--- config.mk ---
export PLATFORM = sky130hd
export DESIGN_NAME = mpe_div
export DESIGN_NICKNAME = d
export VERILOG_FILES = /design/src/hdl/mpe_pkg.sv /design/src/hdl/mpe_div.sv
export SDC_FILE = /design/constraint.sdc
export NUM_CORES = 1
export LEC_CHECK = 0
export BUFFER_PORTS_ARGS = -buffer_cell sky130_fd_sc_hd__buf_2
export CORE_ASPECT_RATIO = 1.4
export CORE_MARGIN = 2
export CORE_UTILIZATION = 60
export DETAILED_ROUTE_END_ITERATION = 6
export HOLD_SLACK_MARGIN = 0.08
export PLACE_DENSITY = 0.95
export SYNTH_ARGS = -nofsm -noshare
export SYNTH_HDL_FRONTEND = slang
export SYNTH_SLANG_ARGS = --single-unit
--- constraint.sdc ---
create_clock -name clock -period 7.81 [get_ports clock]
set_clock_uncertainty 0.15 [all_clocks]
set_input_delay 0.781 -clock clock [delete_from_list [all_inputs] [get_ports clock]]
set_output_delay 0.781 -clock clock [all_outputs]
set_load 0.03 [all_outputs]
--- src/hdl/mpe_pkg.sv ---
// Shared constants, codes and the exponent constant table for the mixture E-step unit.
package mpe_pkg;

   // Default sizes of the mixture
   localparam int COMPONENTS_DEF    = 8;
   localparam int DIMENSIONS_DEF    = 4;
   localparam int DISCRETE_VARS_DEF = 2;
   localparam int CATEGORIES_DEF    = 8;

   // Fixed-point constants (Q16)
   localparam int HALF_LOG_2PI = 60224;
   localparam int LN2_Q16      = 45426;
   localparam int LOG2E_Q16    = 94548;

   // Accumulator and result widths
   localparam int ACC_W  = 40;
   localparam int POST_W = 17;

   // Exponent constant table: 16 steps of 31 bits each
   localparam int EXP_STEPS = 16;
   localparam int EXP_CW    = 31;

   // Input word opcodes
   typedef enum logic [1:0] {
      OP_LOAD_MEAN  = 2'd0,
      OP_LOAD_COUNT = 2'd1,
      OP_COORD      = 2'd2,
      OP_CATEGORY   = 2'd3
   } opcode_type;

   // c_i = floor(sqrt(c_(i-1) * 2^30)), c_0 = 2^29: successive roots of one half in Q1.30
   function automatic logic [EXP_STEPS*EXP_CW-1:0] build_exp_consts();
      logic [EXP_STEPS*EXP_CW-1:0] tab;
      logic [63:0] c;
      logic [63:0] x;
      logic [63:0] r;
      logic [63:0] b;
      tab = '0;
      c   = 64'd1 << 29;
      for (int i = 0; i < EXP_STEPS; i++) begin
         x = c << 30;
         r = '0;
         b = 64'd1 << 62;
         for (int j = 0; j < 32; j++) begin
            if (b > x) begin
               b = b >> 2;
            end
         end
         for (int j = 0; j < 32; j++) begin
            if (b != 64'd0) begin
               if (x >= r + b) begin
                  x = x - (r + b);
                  r = (r >> 1) + b;
               end else begin
                  r = r >> 1;
               end
               b = b >> 2;
            end
         end
         c = r;
         tab[i*EXP_CW +: EXP_CW] = c[EXP_CW-1:0];
      end
      return tab;
   endfunction

   localparam logic [EXP_STEPS*EXP_CW-1:0] EXP_CONSTS = build_exp_consts();

endpackage

--- src/hdl/mpe_div.sv ---
// Restoring divider, one quotient bit per cycle, for the posterior normalisation.
module mpe_div #(
   parameter int DEN_W = 36,
   parameter int QUO_W = mpe_pkg::POST_W
) (
   input  logic                   clock,
   input  logic                   reset,
   input  logic                   start,
   input  logic [DEN_W+QUO_W-1:0] num,
   input  logic [DEN_W-1:0]       den,
   output logic                   done,
   output logic [QUO_W-1:0]       quotient
);

   localparam int CNT_W = $clog2(QUO_W + 1);

   logic [DEN_W-1:0] rem_ff;
   logic [QUO_W-1:0] low_ff;
   logic [QUO_W-1:0] quo_ff;
   logic [CNT_W-1:0] cnt_ff;
   logic             busy_ff;
   logic             done_ff;

   // trial subtraction of the divisor from the shifted remainder
   logic [DEN_W:0] trial;
   logic           fits;

   assign trial = {rem_ff, low_ff[QUO_W-1]};
   assign fits  = (trial >= {1'b0, den});

   always_ff @(posedge clock) begin
      if (reset) begin
         busy_ff <= 1'b0;
         done_ff <= 1'b0;
      end else begin
         done_ff <= 1'b0;
         if (start) begin
            // the quotient fits QUO_W bits, so the top part is already below the divisor
            rem_ff  <= num[DEN_W+QUO_W-1:QUO_W];
            low_ff  <= num[QUO_W-1:0];
            cnt_ff  <= CNT_W'(QUO_W);
            busy_ff <= 1'b1;
         end else if (busy_ff) begin
            if (fits) begin
               rem_ff <= DEN_W'(trial - {1'b0, den});
            end else begin
               rem_ff <= trial[DEN_W-1:0];
            end
            low_ff <= low_ff << 1;
            quo_ff <= {quo_ff[QUO_W-2:0], fits};
            cnt_ff <= cnt_ff - CNT_W'(1);
            if (cnt_ff == CNT_W'(1)) begin
               busy_ff <= 1'b0;
               done_ff <= 1'b1;
            end
         end
      end
   end

   assign done     = done_ff;
   assign quotient = quo_ff;

endmodule

==> results.cfg <==
[global_route]
grt.overflow.total = 0
grt_antenna_before_repair = 0
globalRoute.busiestLayer = met2
wire_length_of_the_first_global_routing_pass_mm = 22.9
use_met3_pct = 4.40
use_met1_pct = 32.8
number_of_global_route_vias_before_repair = 5022
grt.total_usage_pct = 28.1
grt_start_max_net_pins = 60
groute.layer.met2.usage_pct = 49.8

[clock_network]
cts_inserted_buffers = 9
clock_sink_count = 77
holdBufCountCts = 0
cts_max_level = 3
cts_setup_buffers = 0
clk-insertion-delay-late_ps = 350
cts_max_path_buffers = 2
post_cts_resized = 0
clk_pin_slew_ps = 60
tritoncts = done
root_buffer = clkbuf_16

[routing]
vias_per_cell = 6.10
vias_after_detailed_routing = 4964
antenna_violating_nets_post_route = 0
drc = 0
routed_wirelength_mm = 13.9
first_pass_iters = 5
avgRoutedWirePerCell_um = 17.1
detail_route.iter0.violations = 326

[die]
die_width_um = 85.7
fp.dieH_um = 118
fp-row-count = 41
core_area_um2 = 9030
die-area_um2 = 10100
initial_core_util_pct = 62.1
ioPinCount = 110

[timing]
report.final.slew_viol_count = 0
max_slew_margin_pct = 11.9
setup_viol = 0
final_min_period_over_clock_period_pct = 48.0
max_slew.worst_pin.slew_ps = 1320
unrepaired_setup_endpoints_after_global_routing = false
fmax_mhz = 267
fin_crit_period_ps = 3750
hold_violations = 0
final.setup.tns_ps = 0

[flow_run]
maxCapViolCount = 0

[power]
pwr_density_cell_nw_per_um2 = 212
power.ir.vdd_worst_mv = 0.191
pleak_nw = 2.81

[yosys]
synthCells = 607
ys_async_sr_fraction_pct = 0
syn-cell-area_um2 = 5610
yosys_warnings = 0
synth_sequential_area_ratio_pct = 40.9
synth_top_flop_cell = edfxtp_1
synth_cell_types = 64
postSynthNetCount = 738
syn_avg_cell_area_um2 = 9.24
synth-edff-count = 75
synthesis_stage_register_bit_count = 77

[critical_path]
cp_top_family = compound AO/OA/AOI/OAI gates
timing.critical_path.arrival_ps = 3690
r2r_slack_ps = 4190
worst_setup_path_start_kind = primary input
critPathMaxFanout = 41
critical_path.slowest_cell = buf_4
cp.required_ps = 7750
cp_max_stage_delay_ps = 450
timing.setup.critical_path_class = primary input to register
nature_of_the_critical_path_endpoint = register
cp_cell_sequence = buf_2 > inv_1 > ha_1 > a21o_1 > a31oi_1 > nand2_1 > a211oi_1 > a21oi_1 > o21ai_4 > buf_4 > nor2_1 > a221o_1
critPathBufInv = 3

[outcome]
outcome = completed

[finish]
mostFrequentLayoutCell = buf_2
final_net_count = 833
antenna-diode-count = 0
layout.cells.most_common_list = 109 x buf_2, 75 x edfxtp_1, 67 x nand2_1, 57 x a21oi_1, 56 x nor2_1
nFillCells = 673
synthToLayoutAreaGrowth_pct = 15.5
utilization_after_layout_pct = 71.7
layout-drive-gt1-share_pct = 21.8

[place]
port_buffers = 109
routabilityCongestion = 0.933
post_detailed_placement_half_perimeter_wirelength_mm = 10.1

[min_path]
holdCritPathClass = register to register
[cell type report]
class	count	area, um2	share of cell area (%)
clock inverter	7	72.6	1.12
timing repair buffer	113	576	8.89
inverter	51	191	2.96
tap	107	134	2.07
multi-input combinational	450	2990	46.1
sequential	77	2290	35.4
clock buffer	9	225	3.48
[flip-flops by register name, indices dropped and copies added, names as in the netlist]
signal	cells
busy_ff	1
cnt_ff	5
done	1
low_ff	17
quotient	17
rem_ff	36
[path summary, 6_finish.rpt]
kind                         start                     to  cells past startpoint
max                         den[4]   rem_ff[32]$_DFFE_PP_                     12
min          quotient[3]$_DFFE_PP_  quotient[4]$_DFFE_PP_                      0
max reg2reg    rem_ff[3]$_DFFE_PP_   rem_ff[32]$_DFFE_PP_                     10
min reg2reg  quotient[3]$_DFFE_PP_  quotient[4]$_DFFE_PP_                      0
[synthesized netlist by cell type (5+ instances only)]
cell	n	share of area, %
nand3_1	12	1.1
nor4b_1	6	0.94
o21ai_0	14	1.2
nor3_1	12	1.1
mux2_2	16	3.2
clkbuf_1	17	1.1
inv_1	49	3.3
and3_1	8	0.89
o21ai_1	13	1.2
xnor2_1	20	3.1
xor2_1	12	1.9
buf_2	7	0.62
nand2_1	67	4.5
nor2_1	57	3.8
o21bai_1	7	0.94
o21a_1	11	1.5
a21oi_1	57	5.1
nand4_1	7	0.78
edfxtp_1	75	40
a21o_1	17	2.3
ha_1	38	8.5
a31oi_1	16	1.8
a221o_1	5	0.89
[cells by family after synthesis]
kind of cell             synth area share (%)
AO/OA/AOI/OAI                            19.5
XOR/XNOR                                 5.00
adder cells (fa/ha/maj)                  8.83
buffers and inverters                    6.11
flip-flops                               40.9
multiplexers                             3.57
AND/OR/NAND/NOR                          16.1
[report_power, final]
part | internal [mW] | switching, mW | total [mW]
Sequential | 0.496 | 0.0158 | 0.512
Clock | 0.249 | 0.177 | 0.426
Combinational | 0.175 | 0.259 | 0.434
[through the flow]
step	hold WS, ps	total power, mW	instance area, um2	instances	setup WS [ps]
final	302	1.37	6480	814	4060
after global routing	309	1.44	6480	814	3870
after CTS	301	1.37	6480	814	4080
after detailed placement	281	0.942	6180	798	3760
after global placement	276	0.927	6180	798	3880
after floorplan	318	0.848	5610	607	3420
[layer usage]
metal / up-vias / part of all wire [%]
li1: 2401 / -
met3: 41 / 6.4
met5: - / 0
met2: 245 / 52
met1: 2277 / 39
met4: 0 / 3.3
[worst reg2reg max path, stage by stage (launching register included)]
cell and delay (ps):
edfxtp_1 410, ha_1 370, a21o_1 200, a31oi_1 180
nand2_1 160, a211oi_1 310, a21oi_1 160, o21ai_4 370
buf_4 450, nor2_1 210, a221o_1 380
No activity file was read; power rests on OpenSTA's default activity.
